===== config.mk =====
export PLATFORM = sky130hd
export DESIGN_NAME = stream_pattern_patcher
export DESIGN_NICKNAME = d
export VERILOG_FILES = /design/src/rtl/spp_pkg.sv /design/src/rtl/stream_pattern_patcher.sv /design/src/rtl/spp_front.sv /design/src/rtl/spp_queue.sv /design/src/rtl/spp_back.sv
export VERILOG_INCLUDE_DIRS = /design/src /design/src/rtl
export SDC_FILE = /design/constraint.sdc
export NUM_CORES = 1
export LEC_CHECK = 0
export ABC_AREA = 1
export ABC_CLOCK_PERIOD_IN_PS = 8900
export BUFFER_PORTS_ARGS = -buffer_cell sky130_fd_sc_hd__buf_2
export CAP_MARGIN = 30
export CORE_ASPECT_RATIO = 1.75
export CORE_MARGIN = 8
export CORE_UTILIZATION = 25
export DETAILED_ROUTE_END_ITERATION = 12
export GPL_TIMING_DRIVEN = 0
export SETUP_SLACK_MARGIN = 0.5
export SYNTH_ARGS = -nofsm -noshare
export SYNTH_HDL_FRONTEND = slang
export SYNTH_SLANG_ARGS = --single-unit

===== constraint.sdc =====
create_clock -name clk -period 8.9 [get_ports clk]
set_clock_uncertainty 0.1 [all_clocks]
set_input_delay 0.445 -clock clk [delete_from_list [all_inputs] [get_ports clk]]
set_output_delay 0.445 -clock clk [all_outputs]
set_load 0.01 [all_outputs]

===== src/rtl/stream_pattern_patcher_macros.svh =====
// ---------------------------------------------------------------------------
// Assertion macros for the stream pattern patcher
// Same-cycle and next-cycle implication checks, disabled during reset.
// ---------------------------------------------------------------------------
`ifndef STREAM_PATTERN_PATCHER_MACROS_SVH
`define STREAM_PATTERN_PATCHER_MACROS_SVH

// antecedent implies consequent in the same cycle
`define SPP_ASSERT_SAME(label, clk, rst_n, ante, cons) \
    label: assert property (@(posedge clk) disable iff (!rst_n) (ante) |-> (cons)) \
        else $error("spp: same-cycle check failed");

// antecedent implies consequent in the next cycle
`define SPP_ASSERT_NEXT(label, clk, rst_n, ante, cons) \
    label: assert property (@(posedge clk) disable iff (!rst_n) (ante) |=> (cons)) \
        else $error("spp: next-cycle check failed");

`endif


===== src/rtl/spp_pkg.sv =====
// ---------------------------------------------------------------------------
// spp_pkg
// Constants, types and register codes shared by the pattern patcher modules.
// ---------------------------------------------------------------------------
`timescale 1ns / 1ps

package spp_pkg;

    localparam int MAX_LEN     = 8;
    // pattern register holds eight bytes, so the window never exceeds that
    localparam int WIN_LEN     = (MAX_LEN < 8) ? MAX_LEN : 8;
    localparam int BYTE_W      = 8;
    localparam int REG_W       = 64;
    localparam int LEN_W       = 4;
    localparam int CNT_W       = $clog2(WIN_LEN + 1);
    localparam int CFG_IDX_W   = 2;
    localparam int QUEUE_DEPTH = 4;
    localparam int PTR_W       = $clog2(QUEUE_DEPTH);
    localparam int QCNT_W      = $clog2(QUEUE_DEPTH + 1);

    typedef enum logic [CFG_IDX_W-1:0] {
        REG_PATTERN_LEN   = 2'd0,
        REG_PATTERN_BYTES = 2'd1,
        REG_PATCH_LEN     = 2'd2,
        REG_PATCH_BYTES   = 2'd3
    } cfg_idx_t;

    // window bytes, oldest in element 0
    typedef logic [WIN_LEN-1:0][BYTE_W-1:0] win_t;

    // one request from the front: an optional leading byte and a flush burst
    typedef struct packed {
        logic              has_head;
        logic [BYTE_W-1:0] head_byte;
        logic              head_last;
        logic [CNT_W-1:0]  flush_cnt;
        win_t              flush_bytes;
        logic              any_patched;
    } cmd_t;

    typedef struct packed {
        logic empty;
        logic full;
    } q_stat_t;

endpackage


===== src/rtl/stream_pattern_patcher.sv =====
// ---------------------------------------------------------------------------
// stream_pattern_patcher
// Streaming byte pattern search and replace over a sliding window.
// ---------------------------------------------------------------------------
//
//  channel   handshake               payload
//  -------   ---------------------   -------------------------------------
//  input     push / full             data_byte[7:0], stream_end
//  result    empty / pop             out_byte[7:0], last_out, any_patched
//  config    cfg_write (no wait)     cfg_index[1:0], cfg_data[63:0]
//
//  One byte is accepted per cycle while full is low; the window compare and
//  patch finish in the cycle of acceptance. Results pass through the request
//  queue and the output register. A stream_end byte gives a burst of up to 9
//  results, drained one per cycle by the back sequencer while pop keeps up;
//  the 4-entry request queue raises full while bursts back up. Reset clears
//  control state only; no clearing pass is needed. Stalls on pop leave
//  results in the output register; input keeps flowing until the queue fills.
//
`timescale 1ns / 1ps

module stream_pattern_patcher (
    input  logic                              clk,
    input  logic                              rst_n,
    input  logic                              push,
    output logic                              full,
    input  logic [spp_pkg::BYTE_W-1:0]        data_byte,
    input  logic                              stream_end,
    output logic                              empty,
    input  logic                              pop,
    output logic [spp_pkg::BYTE_W-1:0]        out_byte,
    output logic                              last_out,
    output logic                              any_patched,
    input  logic                              cfg_write,
    input  logic [spp_pkg::CFG_IDX_W-1:0]     cfg_index,
    input  logic [spp_pkg::REG_W-1:0]         cfg_data
);

    logic             in_accept;
    logic             cmd_push;
    logic             q_pop;
    spp_pkg::cmd_t    cmd;
    spp_pkg::cmd_t    q_head;
    spp_pkg::q_stat_t q_stat;

    assign full      = q_stat.full;
    assign in_accept = push && !q_stat.full;

    // classifier and window
    spp_front u_front (
        .clk        (clk),
        .rst_n      (rst_n),
        .cfg_write  (cfg_write),
        .cfg_index  (cfg_index),
        .cfg_data   (cfg_data),
        .in_accept  (in_accept),
        .data_byte  (data_byte),
        .stream_end (stream_end),
        .cmd_push   (cmd_push),
        .cmd        (cmd)
    );

    // request queue
    spp_queue u_queue (
        .clk      (clk),
        .rst_n    (rst_n),
        .push     (cmd_push),
        .push_cmd (cmd),
        .pop      (q_pop),
        .head     (q_head),
        .stat     (q_stat)
    );

    // result sequencer
    spp_back u_back (
        .clk         (clk),
        .rst_n       (rst_n),
        .q_head      (q_head),
        .q_stat      (q_stat),
        .q_pop       (q_pop),
        .pop         (pop),
        .empty       (empty),
        .out_byte    (out_byte),
        .last_out    (last_out),
        .any_patched (any_patched)
    );

endmodule


===== src/rtl/spp_front.sv =====
// ---------------------------------------------------------------------------
// spp_front
// Holds configuration and the match window; classifies each accepted byte
// into a request of zero, one or a burst of output bytes.
// ---------------------------------------------------------------------------
`timescale 1ns / 1ps
`include "stream_pattern_patcher_macros.svh"

module spp_front (
    input  logic                              clk,
    input  logic                              rst_n,
    input  logic                              cfg_write,
    input  logic [spp_pkg::CFG_IDX_W-1:0]     cfg_index,
    input  logic [spp_pkg::REG_W-1:0]         cfg_data,
    input  logic                              in_accept,
    input  logic [spp_pkg::BYTE_W-1:0]        data_byte,
    input  logic                              stream_end,
    output logic                              cmd_push,
    output spp_pkg::cmd_t                     cmd
);

    logic [spp_pkg::LEN_W-1:0] pattern_len_reg;
    logic [spp_pkg::REG_W-1:0] pattern_bytes_reg;
    logic [spp_pkg::LEN_W-1:0] patch_len_reg;
    logic [spp_pkg::REG_W-1:0] patch_bytes_reg;

    spp_pkg::win_t             win_reg, win_next;
    logic [spp_pkg::CNT_W-1:0] fill_reg, fill_next;
    logic [spp_pkg::CNT_W-1:0] skip_reg, skip_next;
    logic                      patched_reg, patched_next;

    logic [spp_pkg::CNT_W-1:0] len_eff, patch_eff, fc, fc1, fc2, sk, sk2;
    logic                      full_win, mismatch, match, flag_new;
    spp_pkg::win_t             w1, w2, w3;

    // effective lengths
    always_comb
    begin
        if (pattern_len_reg > spp_pkg::LEN_W'(spp_pkg::WIN_LEN))
            len_eff = spp_pkg::CNT_W'(spp_pkg::WIN_LEN);
        else
            len_eff = spp_pkg::CNT_W'(pattern_len_reg);
        if (spp_pkg::LEN_W'(patch_len_reg) > spp_pkg::LEN_W'(len_eff))
            patch_eff = len_eff;
        else
            patch_eff = spp_pkg::CNT_W'(patch_len_reg);
    end

    // window shift, insert, compare and patch
    always_comb
    begin
        fc       = (fill_reg > len_eff) ? len_eff : fill_reg;
        full_win = (fc == len_eff);
        w1       = full_win ? (win_reg >> spp_pkg::BYTE_W) : win_reg;
        fc1      = full_win ? (len_eff - spp_pkg::CNT_W'(1)) : fc;
        for (int i = 0; i < spp_pkg::WIN_LEN; i++)
        begin
            w2[i] = (spp_pkg::CNT_W'(i) == fc1) ? data_byte : w1[i];
        end
        fc2 = fc1 + spp_pkg::CNT_W'(1);
        sk  = (skip_reg != '0) ? (skip_reg - spp_pkg::CNT_W'(1)) : '0;

        mismatch = 1'b0;
        for (int i = 0; i < spp_pkg::WIN_LEN; i++)
        begin
            if ((spp_pkg::CNT_W'(i) < len_eff) &&
                (w2[i] != pattern_bytes_reg[spp_pkg::BYTE_W*i +: spp_pkg::BYTE_W]))
                mismatch = 1'b1;
        end
        match = !mismatch && (fc2 == len_eff) && (sk == '0);

        for (int i = 0; i < spp_pkg::WIN_LEN; i++)
        begin
            if (match && (spp_pkg::CNT_W'(i) < len_eff))
                w3[i] = (spp_pkg::CNT_W'(i) < patch_eff) ?
                        patch_bytes_reg[spp_pkg::BYTE_W*i +: spp_pkg::BYTE_W] : '0;
            else
                w3[i] = w2[i];
        end
        flag_new = patched_reg | match;
        sk2      = match ? len_eff : sk;
    end

    // request build and next state
    always_comb
    begin
        win_next     = win_reg;
        fill_next    = fill_reg;
        skip_next    = skip_reg;
        patched_next = patched_reg;
        cmd          = '0;
        if (len_eff == '0)
        begin
            // matching off: straight pass-through
            cmd.has_head    = 1'b1;
            cmd.head_byte   = data_byte;
            cmd.head_last   = stream_end;
            cmd.flush_cnt   = '0;
            cmd.flush_bytes = win_reg;
            cmd.any_patched = patched_reg;
            if (in_accept && stream_end)
                patched_next = 1'b0;
        end
        else
        begin
            cmd.has_head    = full_win;
            cmd.head_byte   = win_reg[0];
            cmd.head_last   = 1'b0;
            cmd.flush_cnt   = stream_end ? fc2 : '0;
            cmd.flush_bytes = w3;
            cmd.any_patched = flag_new;
            if (in_accept)
            begin
                win_next     = w3;
                fill_next    = stream_end ? '0 : fc2;
                skip_next    = stream_end ? '0 : sk2;
                patched_next = stream_end ? 1'b0 : flag_new;
            end
        end
        // a pattern length write drops the buffered window
        if (cfg_write && (cfg_index == spp_pkg::REG_PATTERN_LEN))
        begin
            fill_next = '0;
            skip_next = '0;
        end
        cmd_push = in_accept && (cmd.has_head || (cmd.flush_cnt != '0));
    end

    // configuration and control state
    always_ff @(posedge clk or negedge rst_n)
    begin
        if (!rst_n)
        begin
            pattern_len_reg   <= '0;
            pattern_bytes_reg <= '0;
            patch_len_reg     <= '0;
            patch_bytes_reg   <= '0;
            fill_reg          <= '0;
            skip_reg          <= '0;
            patched_reg       <= 1'b0;
        end
        else
        begin
            fill_reg    <= fill_next;
            skip_reg    <= skip_next;
            patched_reg <= patched_next;
            if (cfg_write)
            begin
                case (cfg_index)
                    spp_pkg::REG_PATTERN_LEN:
                        pattern_len_reg <= cfg_data[spp_pkg::LEN_W-1:0];
                    spp_pkg::REG_PATTERN_BYTES: pattern_bytes_reg <= cfg_data;
                    spp_pkg::REG_PATCH_LEN:
                        patch_len_reg <= cfg_data[spp_pkg::LEN_W-1:0];
                    spp_pkg::REG_PATCH_BYTES:   patch_bytes_reg   <= cfg_data;
                    default: ;
                endcase
            end
        end
    end

    // window bytes: only filled positions are ever read
    always_ff @(posedge clk)
    begin
        win_reg <= win_next;
    end

    `SPP_ASSERT_SAME(a_skip_bound, clk, rst_n, 1'b1, skip_reg <= spp_pkg::CNT_W'(spp_pkg::WIN_LEN))
    `SPP_ASSERT_NEXT(a_end_clears_flag, clk, rst_n, in_accept && stream_end, !patched_reg)

endmodule


===== src/rtl/spp_queue.sv =====
// ---------------------------------------------------------------------------
// spp_queue
// Short request queue between the front classifier and the back sequencer.
// ---------------------------------------------------------------------------
`timescale 1ns / 1ps
`include "stream_pattern_patcher_macros.svh"

module spp_queue (
    input  logic              clk,
    input  logic              rst_n,
    input  logic              push,
    input  spp_pkg::cmd_t     push_cmd,
    input  logic              pop,
    output spp_pkg::cmd_t     head,
    output spp_pkg::q_stat_t  stat
);

    spp_pkg::cmd_t              slot_reg [spp_pkg::QUEUE_DEPTH];
    logic [spp_pkg::PTR_W-1:0]  wr_ptr_reg, wr_ptr_next;
    logic [spp_pkg::PTR_W-1:0]  rd_ptr_reg, rd_ptr_next;
    logic [spp_pkg::QCNT_W-1:0] count_reg, count_next;
    logic                       do_push, do_pop;

    // pointer and fill control
    always_comb
    begin
        stat.empty  = (count_reg == '0);
        stat.full   = (count_reg == spp_pkg::QCNT_W'(spp_pkg::QUEUE_DEPTH));
        do_push     = push && !stat.full;
        do_pop      = pop && !stat.empty;
        wr_ptr_next = do_push ? (wr_ptr_reg + spp_pkg::PTR_W'(1)) : wr_ptr_reg;
        rd_ptr_next = do_pop ? (rd_ptr_reg + spp_pkg::PTR_W'(1)) : rd_ptr_reg;
        count_next  = count_reg;
        if (do_push && !do_pop)
            count_next = count_reg + spp_pkg::QCNT_W'(1);
        else if (do_pop && !do_push)
            count_next = count_reg - spp_pkg::QCNT_W'(1);
        head = slot_reg[rd_ptr_reg];
    end

    always_ff @(posedge clk or negedge rst_n)
    begin
        if (!rst_n)
        begin
            wr_ptr_reg <= '0;
            rd_ptr_reg <= '0;
            count_reg  <= '0;
        end
        else
        begin
            wr_ptr_reg <= wr_ptr_next;
            rd_ptr_reg <= rd_ptr_next;
            count_reg  <= count_next;
        end
    end

    // request storage
    always_ff @(posedge clk)
    begin
        if (do_push)
            slot_reg[wr_ptr_reg] <= push_cmd;
    end

    `SPP_ASSERT_SAME(a_count_bound, clk, rst_n, 1'b1, count_reg <= spp_pkg::QCNT_W'(spp_pkg::QUEUE_DEPTH))
    `SPP_ASSERT_NEXT(a_push_grows, clk, rst_n, push && !pop && !stat.full, count_reg == $past(count_reg) + spp_pkg::QCNT_W'(1))

endmodule


===== src/rtl/spp_back.sv =====
// ---------------------------------------------------------------------------
// spp_back
// Unrolls queued requests into single result bytes through the output
// register, one byte per cycle while the output is not stalled by pop.
// ---------------------------------------------------------------------------
`timescale 1ns / 1ps
`include "stream_pattern_patcher_macros.svh"

module spp_back (
    input  logic                        clk,
    input  logic                        rst_n,
    input  spp_pkg::cmd_t               q_head,
    input  spp_pkg::q_stat_t            q_stat,
    output logic                        q_pop,
    input  logic                        pop,
    output logic                        empty,
    output logic [spp_pkg::BYTE_W-1:0]  out_byte,
    output logic                        last_out,
    output logic                        any_patched
);

    logic                       out_valid_reg, out_valid_next;
    logic [spp_pkg::BYTE_W-1:0] out_byte_reg;
    logic                       last_out_reg;
    logic                       any_patched_reg;
    logic                       head_done_reg, head_done_next;
    logic [spp_pkg::CNT_W-1:0]  pos_reg, pos_next;

    logic                       load, emit, is_head, last_flush, is_last;
    logic [spp_pkg::BYTE_W-1:0] flush_sel, res_byte;
    logic                       res_last;

    // select the current element of the head request
    always_comb
    begin
        flush_sel = '0;
        for (int i = 0; i < spp_pkg::WIN_LEN; i++)
        begin
            if (spp_pkg::CNT_W'(i) == pos_reg)
                flush_sel = q_head.flush_bytes[i];
        end
        is_head    = q_head.has_head && !head_done_reg;
        last_flush = (spp_pkg::CNT_W'(pos_reg + spp_pkg::CNT_W'(1)) == q_head.flush_cnt);
        is_last    = is_head ? (q_head.flush_cnt == '0) : last_flush;
        res_byte   = is_head ? q_head.head_byte : flush_sel;
        res_last   = is_head ? q_head.head_last : last_flush;

        load  = !out_valid_reg || pop;
        emit  = load && !q_stat.empty;
        q_pop = emit && is_last;

        out_valid_next = load ? !q_stat.empty : out_valid_reg;
        head_done_next = head_done_reg;
        pos_next       = pos_reg;
        if (emit)
        begin
            if (is_last)
            begin
                head_done_next = 1'b0;
                pos_next       = '0;
            end
            else if (is_head)
                head_done_next = 1'b1;
            else
                pos_next = pos_reg + spp_pkg::CNT_W'(1);
        end
    end

    always_ff @(posedge clk or negedge rst_n)
    begin
        if (!rst_n)
        begin
            out_valid_reg <= 1'b0;
            head_done_reg <= 1'b0;
            pos_reg       <= '0;
        end
        else
        begin
            out_valid_reg <= out_valid_next;
            head_done_reg <= head_done_next;
            pos_reg       <= pos_next;
        end
    end

    // output payload
    always_ff @(posedge clk)
    begin
        if (emit)
        begin
            out_byte_reg    <= res_byte;
            last_out_reg    <= res_last;
            any_patched_reg <= q_head.any_patched;
        end
    end

    assign empty       = !out_valid_reg;
    assign out_byte    = out_byte_reg;
    assign last_out    = last_out_reg;
    assign any_patched = any_patched_reg;

    `SPP_ASSERT_NEXT(a_pop_rewinds, clk, rst_n, q_pop, (pos_reg == '0) && !head_done_reg)
    `SPP_ASSERT_SAME(a_pos_in_burst, clk, rst_n, !q_stat.empty && (pos_reg != '0), pos_reg < q_head.flush_cnt)

endmodule

==> reports/results.ini, run 1 <==
[outcome]
status=finished, final reports clean

[setup_path]
crit_fanout=10
crit_required_ns=9.21
crit_path_frequent_cell=nand2_1
start_kind=flop
worstPathArrival_ns=7.19
max_stage_delay_ns=0.61
crit_type=flop to flop
slowest_stage=nor3_1
cp-end-kind=flop

[floorplan]
die_area_mm2=0.119
num_io_pins=92
floorplan.initialDensity=0.252
die_h_um=450
fp.dieW_um=264
rows=159
placeableCoreArea_mm2=0.107

[placement]
hpwl_um=75400
port-buffer-count=91
gp_congestion=1.01
dp_slack_ns=2.18

[global_route]
grt-ovfl-total=0
antenna_found_initial=3
grt_pass1_wl_um=143000
grt_max_degree=101
grt_usage=0.160
first_global_vias=22100

[synthesis]
ys_ff_latch=548
ys_types=42
synth_compound_area_frac=0.103
muxShareOfSynthArea=0.000743
synth_top_family_by_area=simple AND/OR/NAND/NOR gates
synth_top_area_frac=0.435
async_flop_share=0.288
synth-adder-area-share=0.0100
synth_cells=2981
syn_avg_cell_area_um2=9.04
synthXorXnorAreaFrac=0.00910
synth-simple-area-share=0.236
yosys-top-cells-area=edfxtp_1 (43%), dfrtp_1 (15%), nand2_1 (12%)
synth_common_cells=nand2_1 (884), edfxtp_1 (390), o21ai_0 (327)
ys_seq_area_frac=0.582
synth_most_common_cell=nand2_1
synth.largest_area_cell=edfxtp_1
synthFlopType=edfxtp_1
syn_area_mm2=0.0269
yosysWarnings=0
synth_edf_count=390
syn_nets=3082

[hold_path]
hp-class=primary input to flop

[pwr]
vdd_ir_drop_max_mv=0.216
leakage_nw=13.0
powerDensity_mw_per_mm2=464

[route]
drt_wl_total_um=98100
wl_per_cell_um=21.4
dr.pass1.iters=5
drc=0
drtIter0Drc=1490
ant_nets=0
num_vias=21900
via_per_inst=4.79

[clock_tree]
clk_latency_ns=0.62
cts_tree=built
clk_pin_slew_ns=0.07
clockRootBuffer=clkbuf_16
cts_sinks=548
cts_buffer_depth=3
cts_max_level=2
numCtsBuffers=48

[cells_and_area]
drive_gt1_frac=0.0858
nNetsFinal=3277
multiInputGateArea_mm2=0.00971
largest_register_ffs=316
register_area_mm2=0.0157
syn_to_final_growth_pct=17.1
nFillCells=11400

[sta]
fin_setup_tns_ns=0
setup_viol=0
drv_slew=0
hold_viol_final=0
tightest_slew_ns=1.07
min_period_ns=6.88
setup_ws_ns=2.02
max_slew_margin=0.287
period_share=0.773
rsz0062_at_grt=false
fmax_mhz=145

[flow_run]
cap_violations=0

per-layer routing:
metal  up-vias  track usage  wire, um
met5         -            0         0
met4         0        0.122      8780
met3       269       0.0210      4340
met2       706        0.299     50800
met1     10500        0.158     34200
li1      10500            -         -
where the power goes:
| group | switching (mW) | internal, mW | total, mW |
|---|---|---|---|
| sequential | 0.373 | 4.34 | 4.71 |
| combinational | 5.58 | 2.13 | 7.71 |
| clock | 1.01 | 1.21 | 2.22 |
path summary, 6_finish.rpt:
check | startpoint | end | slack (ns) | cells after the start
max in group asynchronous | rst_n | u_queue.count_reg[1]$_DFFE_PN0P_ | 7.44 | 3
min reg2reg | u_front.patch_bytes_reg[40]$_DFFE_PN0P_ | u_front.patch_bytes_reg[40]$_DFFE_PN0P_ | 0.39 | 2
max reg2reg | u_front.pattern_len_reg[3]$_DFFE_PN0P_ | u_queue.slot_reg[3][62]$_DFFE_PP_ | 2.02 | 30
max | u_front.pattern_len_reg[3]$_DFFE_PN0P_ | u_queue.slot_reg[3][62]$_DFFE_PP_ | 2.02 | 30
min in group asynchronous | rst_n | u_front.patch_bytes_reg[56]$_DFFE_PN0P_ | 0.27 | 2
min | cfg_data[39] | u_front.pattern_bytes_reg[39]$_DFFE_PN0P_ | 0.02 | 3
stage by stage:
step | total power, mW | cells | util | hold WS (ns) | cell area [um2]
2_1_floorplan | 9.39 | 2981 | - | 0.0494 | 26900
3_3_place_gp | 12.1 | 4440 | 0.272 | 0.367 | 29100
3_5_place_dp | 12.3 | 4460 | 0.276 | 0.327 | 29600
4_1_cts | 14.6 | 4583 | 0.295 | 0.0000526 | 31500
5_1_grt | 15.5 | 4585 | 0.295 | 0.0328 | 31500
6_report | 14.6 | 4586 | 0.295 | 0.0193 | 31600
logic make-up after synthesis:
kind of cell	Yosys count
and+or+nand+nor	1473
DFF	548
AOI/OAI and AO/OA	505
buffers and inverters	404
xor gates and xnor gates	28
adders and majority gates	21
muxes	2
what timing repair did:
action | 4_1_cts | 5_1_grt
hold buffers | 33 | 0
endpoints found under the hold margin | 113 | 0
resized for setup | 0 | 0
setup buffers | 0 | 0
endpoints found under the setup margin | 0 | 0
area by class of cell:
cell class	count	share of cell area
Antenna cell	2	0.000159
Buffer	147	0.0205
Clock buffer	66	0.0431
Clock inverter	24	0.00888
Inverter	257	0.0307
Multi-Input combinational cell	2029	0.308
Sequential cell	548	0.497
Tap cell	1368	0.0543
Timing Repair Buffer	145	0.0382
cells in the final DEF (no fill, tap or decap), types with 10 or more instances in the layout:
master	count
nand2_1	884
edfxtp_1	390
o21ai_0	327
inv_1	240
nand3_1	226
nor2_1	172
dfrtp_1	158
buf_2	117
clkbuf_1	107
nand4_1	67
a21oi_1	65
and2_1	64
o22ai_1	50
clkbuf_16	49
dlygate4sd3_1	33
xor2_1	22
ha_1	20
nand3b_1	17
o21ai_1	15
a221o_1	15
o221ai_1	14
buf_1	12
clkinv_1	10
nor2_4	10
worst max-delay path, delay by kind of cell, from the launching register on:
kind / cells / cell delay (ns)
simple gates: 21 / 4.07
buf+inv: 7 / 1.70
flops: 1 / 0.36
fa+ha+maj: 1 / 0.32
compound gates: 1 / 0.10
(Power assumes the default switching activity.)
==> run 2: changes to the inputs <==
--- a/config.mk
+++ b/config.mk
@@ -6,8 +6,8 @@
 export SDC_FILE = /design/constraint.sdc
 export NUM_CORES = 1
 export LEC_CHECK = 0
-export ABC_AREA = 1
-export ABC_CLOCK_PERIOD_IN_PS = 8900
+export ABC_AREA = 0
+export ABC_CLOCK_PERIOD_IN_PS = 6200
 export BUFFER_PORTS_ARGS = -buffer_cell sky130_fd_sc_hd__buf_2
 export CAP_MARGIN = 30
 export CORE_ASPECT_RATIO = 1.75
==> constraint.sdc (replaced) <==
create_clock -name clk -period 6.2 [get_ports clk]
set_clock_uncertainty 0.1 [all_clocks]
set_input_delay 0.31 -clock clk [delete_from_list [all_inputs] [get_ports clk]]
set_output_delay 0.31 -clock clk [all_outputs]
set_load 0.01 [all_outputs]
==> reports/results.ini, run 2 <==
[setup_path]
start_kind=flop
crit_required_ns=6.39  ; -2.82 ns
max_stage_delay_ns=0.44  ; -0.17 ns
crit_type=flop to flop
path_cells=buf_6 -> inv_2 -> buf_8 -> clkbuf_8 -> ha_1 -> a21oi_1 -> inv_1 -> o21ai_4 -> nand2_4 -> buf_6 -> buf_2 -> a32oi_1 -> o21ai_0 -> xnor2_1 -> nand2_1 -> o41ai_4 -> o2111ai_4 -> buf_8 -> clkbuf_4 -> o31ai_2 -> a31oi_4
cp-end-kind=flop
crit_fanout=11  ; +1
worstPathArrival_ns=5.86  ; -1.33 ns
slowest_stage=o41ai_4

[sta]
setup_viol=0  ; unchanged
rsz0062_at_grt=true
fmax_mhz=176  ; +21%
hold_viol_final=0  ; unchanged
max_slew_margin=0.309  ; +0.0217
period_share=0.915  ; +0.142
fin_hold_ws_ns=0.130  ; +0.111 ns
tightest_slew_ns=1.04  ; -0.0325 ns
drv_slew=0  ; unchanged
min_period_ns=5.67  ; -1.20 ns

[route]
drc=0  ; unchanged
drt_wl_total_um=105000  ; +7.1%
via_per_inst=5.19  ; +8.4%
drtIter0Drc=1458  ; -2.1%
ant_nets=0  ; unchanged
num_vias=20100  ; -8.5%
wl_per_cell_um=27.1  ; +27%
dr.pass1.iters=6  ; +1

[synthesis]
yosys-top-cells-area=edfxtp_1 (43%), dfrtp_1 (14%), mux4_2 (6.5%)
synthFlopType=edfxtp_1
syn_area_mm2=0.0274  ; +1.7%
ys_ff_latch=548  ; unchanged
ys_types=90  ; +110%
synth_top_area_frac=0.427  ; -0.00729
synth.largest_area_cell=edfxtp_1
synth_most_common_cell=edfxtp_1
yosysWarnings=0  ; unchanged
synth_common_cells=edfxtp_1 (390), dfrtp_1 (158), nand2_1 (154)
synth_edf_count=390  ; unchanged
syn_avg_cell_area_um2=13.0  ; +44%
ys_seq_area_frac=0.572  ; -0.00975
async_flop_share=0.288  ; unchanged
syn_nets=2211  ; -28%
synth_cells=2110  ; -29%

[global_route]
grt_max_degree=81  ; -20%
first_global_vias=20800  ; -5.8%
grt_pass1_wl_um=149000  ; +4.5%
grt-ovfl-total=0  ; unchanged
grt_usage=0.169  ; +0.00956
antenna_found_initial=6  ; +3

[clock_tree]
cts_buffer_depth=3  ; unchanged
clk_latency_ns=0.63  ; about the same
clk_pin_slew_ns=0.08  ; about the same
cts_tree=built
clockRootBuffer=clkbuf_16
cts_sinks=548  ; unchanged
numCtsBuffers=48  ; unchanged
cts_max_level=2  ; unchanged

[floorplan]
die_area_mm2=0.121  ; +1.6%
die_h_um=454  ; +0.82%
num_io_pins=92  ; unchanged
placeableCoreArea_mm2=0.109  ; +1.6%
rows=160  ; +0.63%
fp.dieW_um=266  ; +0.80%
floorplan.initialDensity=0.252  ; +0.000348

[pwr]
vdd_ir_drop_max_mv=0.242  ; +12%
powerDensity_mw_per_mm2=642  ; +38%
power_mw=21.6  ; +48%
leakage_nw=12.0  ; -8.0%

[cells_and_area]
layout_common_cells=edfxtp_1 (390), dfrtp_1 (158), nand2_1 (153), mux2_2 (140), buf_2 (104)
drive_gt1_frac=0.274  ; +0.188
nNetsFinal=2471  ; -25%
syn_to_final_growth_pct=23.1
largest_register_ffs=316  ; unchanged
layout.cells.most_common=edfxtp_1
finalNonFillerCells=3873  ; -16%

[placement]
port-buffer-count=89  ; -2.2%
hpwl_um=80600  ; +6.9%
gp_congestion=0.983  ; -2.8%
dp_cells=3680  ; -17%

[flow_run]
cap_violations=0  ; unchanged

[hold_path]
hp-class=primary input to flop

[outcome]
status=finished, final reports clean

[run 2: cell count changes after synthesis, sizes merged, moves of 52 or more]
cell,change
nand2,-734
o21ai,-246
nand3,-207
inv,-185
mux2,+140
nor2,-87
mux4,+79
nand4,-59
a21oi,+52
[run 2: what timing repair did]
action,in CTS,in global routing
pin swaps,21,13
endpoints found under the hold margin,216,0
endpoints found under the setup margin,650,528
hold buffers,67,0
setup buffers,23,5
resized for setup,148,56
gates cloned,0,1
[run 2: worst max-delay path: cells and delay by family (launching register included)]
family                     cells  cell delay (ns)
AOI/OAI and AO/OA              8             2.21
adders and majority gates      1             0.27
xor gates and xnor gates       1             0.35
DFF                            1             0.38
and+or+nand+nor                2             0.30
buffers and inverters          9             1.70
[run 2: area by class of cell]
| cell class | count | area, um2 |
|---|---|---|
| diodes | 5 | 12.5 |
| multi-input cells | 1364 | 11700 |
| clock inverters | 31 | 465 |
| plain buffers | 134 | 785 |
| well taps | 1458 | 1820 |
| inverters | 65 | 254 |
| repair buffers | 209 | 1740 |
| clock buffers | 59 | 1320 |
| fillers | 11000 | 75000 |
| flip-flops and latches | 548 | 15700 |
[run 2: stage by stage]
step	worst slack [ns]	util	instance area (um2)	setup TNS, ns
floorplan	1.18	-	27400	0
global placement	-2.22	0.273	29700	-1116.99
detailed placement	-2.15	0.277	30100	-712.94
CTS	0.504	0.307	33400	0
global route	0.455	0.310	33700	0
finish	0.526	0.310	33700	0
[run 2: cells by family after synthesis]
| logic type | synth area share |
|---|---|
| compound gates | 0.140 |
| xor+xnor | 0.0128 |
| fa+ha+maj | 0.00987 |
| buf+inv | 0.0318 |
| flops | 0.572 |
| mux | 0.142 |
| simple gates | 0.0920 |
[run 2: where the power goes]
part | internal (mW) | switching, mW | total [mW] | leakage [nW]
clock | 1.92 | 1.50 | 3.42 | 0.842
sequential | 6.11 | 0.805 | 6.91 | 5.48
combinational | 4.24 | 7.07 | 11.3 | 5.68
total | 12.3 | 9.38 | 21.6 | 12.0
[run 2: per-layer routing]
layer,wire length [um],GRT usage
met1,36100,0.171
met2,53600,0.309
met3,4970,0.0228
met4,10300,0.135
met5,8,0
[run 2: path summary, 6_finish.rpt]
check	from	endpoint	slack, ns	depth (start not counted)
setup / recovery	u_front.pattern_len_reg[3]$_DFFE_PN0P_	u_queue.slot_reg[1][10]$_DFFE_PP_	0.53	21
hold reg to reg	u_queue.count_reg[2]$_DFFE_PN0P_	u_queue.count_reg[2]$_DFFE_PN0P_	0.39	1
hold / removal	cfg_index[1]	u_front.patch_len_reg[3]$_DFFE_PN0P_	0.13	3
min in group asynchronous	rst_n	u_front.pattern_bytes_reg[59]$_DFFE_PN0P_	0.16	2
max in group asynchronous	rst_n	u_front.patch_bytes_reg[16]$_DFFE_PN0P_	4.88	3
setup reg to reg	u_front.pattern_len_reg[3]$_DFFE_PN0P_	u_queue.slot_reg[1][10]$_DFFE_PP_	0.53	21
==> run 3: changes to the inputs <==
--- a/config.mk
+++ b/config.mk
@@ -7,7 +7,7 @@
 export NUM_CORES = 1
 export LEC_CHECK = 0
 export ABC_AREA = 0
-export ABC_CLOCK_PERIOD_IN_PS = 6200
+export ABC_CLOCK_PERIOD_IN_PS = 5000
 export BUFFER_PORTS_ARGS = -buffer_cell sky130_fd_sc_hd__buf_2
 export CAP_MARGIN = 30
 export CORE_ASPECT_RATIO = 1.75
==> constraint.sdc (replaced) <==
create_clock -name clk -period 5 [get_ports clk]
set_clock_uncertainty 0.1 [all_clocks]
set_input_delay 0.25 -clock clk [delete_from_list [all_inputs] [get_ports clk]]
set_output_delay 0.25 -clock clk [all_outputs]
set_load 0.01 [all_outputs]
==> reports/results.ini, run 3 (synthesis gave the netlist of run 2 again) <==
[outcome]
status=finished, violations left
violations=negative setup slack

[setup_path]
cp-end-kind=flop
crit_buf_inv=9  ; unchanged
crit_fanout=10  ; -1
crit_type=flop to flop
crit_path_frequent_cell=buf_12
crit_family=compound AO/OA/AOI/OAI gates
slowest_stage=or4_4
path_cells=buf_6 -> nand2b_4 -> buf_8 -> inv_8 -> ha_4 -> nor2b_4 -> o211a_4 -> o21ai_4 -> buf_12 -> nand2_8 -> buf_6 -> buf_6 -> a32o_2 -> a21oi_4 -> o211ai_1 -> or4_4 -> o41ai_4 -> o2111ai_4 -> buf_12 -> buf_12 -> buf_12 -> o31ai_4 -> a31oi_4
worstPathArrival_ns=5.22  ; -0.64 ns
crit_required_ns=5.21  ; -1.18 ns
start_kind=flop
max_stage_delay_ns=0.58  ; +0.14 ns

[clock_tree]
numCtsBuffers=46  ; -4.2%
clockRootBuffer=clkbuf_16
cts_max_level=2  ; unchanged
cts_sinks=548  ; unchanged
clk_pin_slew_ns=0.08  ; about the same
cts_tree=built
cts_buffer_depth=3  ; unchanged
clk_latency_ns=0.63  ; about the same

[global_route]
grt-ovfl-total=0  ; unchanged
antenna_found_initial=8  ; +2
grt_pass1_wl_um=153000  ; +2.3%
first_global_vias=21300  ; +2.4%
grt_max_degree=82  ; +1.2%
grt_usage=0.174  ; +0.00440

[pwr]
p_comb_frac=0.579  ; +0.056
power_switching_mw=12.6  ; +34%
power_mw=29.2  ; +35%
leakage_nw=13.1  ; +9.4%
vdd_ir_drop_max_mv=0.365  ; +51%
seqPwrFrac=0.294  ; -0.025
intPower_mw=16.6  ; +36%
p_sw_frac=0.431  ; -0.00230
powerDensity_mw_per_mm2=801  ; +25%
clkPwrFrac=0.127  ; -0.031

[floorplan]
die_h_um=454  ; unchanged
num_io_pins=92  ; unchanged
fp.dieW_um=266  ; unchanged
rows=160  ; unchanged
die_area_mm2=0.121  ; unchanged
floorplan.initialDensity=0.252  ; unchanged
placeableCoreArea_mm2=0.109  ; unchanged

[cells_and_area]
nNetsFinal=2615  ; +5.8%
finalNonFillerCells=4016  ; +3.7%
layout_common_cells=edfxtp_1 (390), dfrtp_1 (157), nand2_1 (150), mux2_2 (137), buf_4 (118)
largest_register_ffs=316  ; unchanged
layout.cells.most_common=edfxtp_1
syn_to_final_growth_pct=33.2
drive_gt1_frac=0.358  ; +0.0832
final_area_mm2=0.0365  ; +8.1%

[route]
drtIter0Drc=1577  ; +8.2%
wl_per_cell_um=27.5  ; +1.5%
drt_wl_total_um=110000  ; +5.2%
via_per_inst=5.26  ; +1.5%
ant_nets=0  ; unchanged
num_vias=21100  ; +5.2%
drc=0  ; unchanged
dr.pass1.iters=7  ; +1

[hold_path]
hp-class=primary input to flop

[placement]
gp_congestion=0.983  ; about the same
dp_cells=3679  ; -0.027%
placedInstanceArea_mm2=0.0302  ; +0.47%
hpwl_um=80100  ; -0.62%
port-buffer-count=89  ; unchanged
dp_slack_ns=-1.94  ; +0.213 ns

[sta]
min_period_ns=5.01  ; -0.665 ns
fmax_mhz=200  ; +13%
drv_slew=0  ; unchanged
tightest_slew_ns=1.15  ; +0.114 ns
setup_viol=12  ; +12
max_slew_margin=0.233  ; -0.0758
fin_hold_ws_ns=0.0909  ; -0.0394 ns
hold_viol_final=0  ; unchanged
period_share=1.00  ; +0.0866
rsz0062_at_grt=true
setup_ws_ns=-0.00852  ; -0.535 ns

[flow_run]
cap_violations=0  ; unchanged

==> run 3: worst register-to-register path, stage by stage, from the launching register on <==
cell	delay [ns]
dfrtp_1	0.38
buf_6	0.14
nand2b_4	0.14
buf_8	0.14
inv_8	0.05
ha_4	0.14
nor2b_4	0.04
o211a_4	0.24
o21ai_4	0.17
buf_12	0.15
nand2_8	0.06
buf_6	0.14
buf_6	0.11
a32o_2	0.27
a21oi_4	0.15
o211ai_1	0.11
or4_4	0.58
o41ai_4	0.41
o2111ai_4	0.19
buf_12	0.19
buf_12	0.16
buf_12	0.17
o31ai_4	0.30
a31oi_4	0.17
==> run 3: what timing repair did <==
| action | 4_1_cts | 5_1_grt |
|---|---|---|
| buffers inserted | 87 | 69 |
| endpoints found under the setup margin | 664 | 624 |
| gates resized for setup | 273 | 224 |
| pin swaps | 73 | 86 |
| hold buffers | 67 | 0 |
| gates cloned | 8 | 11 |
| hold endpoints to repair | 215 | 0 |
==> run 3: worst paths after layout <==
path,from,end,slack [ns],depth (start not counted)
hold reg to reg,u_queue.count_reg[2]$_DFFE_PN0P_,u_queue.count_reg[2]$_DFFE_PN0P_,0.39,1
max in group asynchronous,rst_n,u_front.patch_bytes_reg[16]$_DFFE_PN0P_,3.75,3
setup reg to reg,u_front.pattern_len_reg[3]$_DFFE_PN0P_,u_queue.slot_reg[3][14]$_DFFE_PP_,-0.009,23
min in group asynchronous,rst_n,u_front.pattern_bytes_reg[50]$_DFFE_PN0P_,0.11,2
hold / removal,push,u_front.patched_reg$_DFFE_PN0P_,0.09,3
setup / recovery,u_front.pattern_len_reg[3]$_DFFE_PN0P_,u_queue.slot_reg[3][14]$_DFFE_PP_,-0.009,23
==> run 3: cell type report <==
class | instances | area (um2)
clock buffers | 56 | 1210
multi-input cells | 1368 | 12800
flip-flops and latches | 548 | 15700
inverters | 65 | 263
repair buffers | 351 | 3360
diodes | 7 | 17.5
clock inverters | 29 | 282
plain buffers | 134 | 1100
fillers | 10700 | 72200
well taps | 1458 | 1820
==> run 3: power groups by stage <==
stage	combinational [mW]	sequential, mW	clock (mW)
floorplan	8.09	8.13	0
finish	16.9	8.59	3.71
CTS	15.2	8.54	3.76
global route	17.7	8.68	3.91
global placement	12.2	8.61	0
detailed placement	12.5	8.63	0
==> run 3: metal layers <==
metal,GRT usage,part of all wire,wire (um),vias to the layer above
met1,0.173,0.33,36700,10700
met2,0.310,0.51,56100,969
li1,-,-,-,9087
met4,0.147,0.10,11500,4
met5,0,0.00024,26,-
met3,0.0306,0.056,6150,424
==> run 3: metrics by stage <==
step | TNS, ns | util
floorplan | 0 | -
global placement | -948.76 | 0.275
detailed placement | -815.41 | 0.278
CTS | 0 | 0.318
global route | -12.51 | 0.336
finish | -0.0761 | 0.336
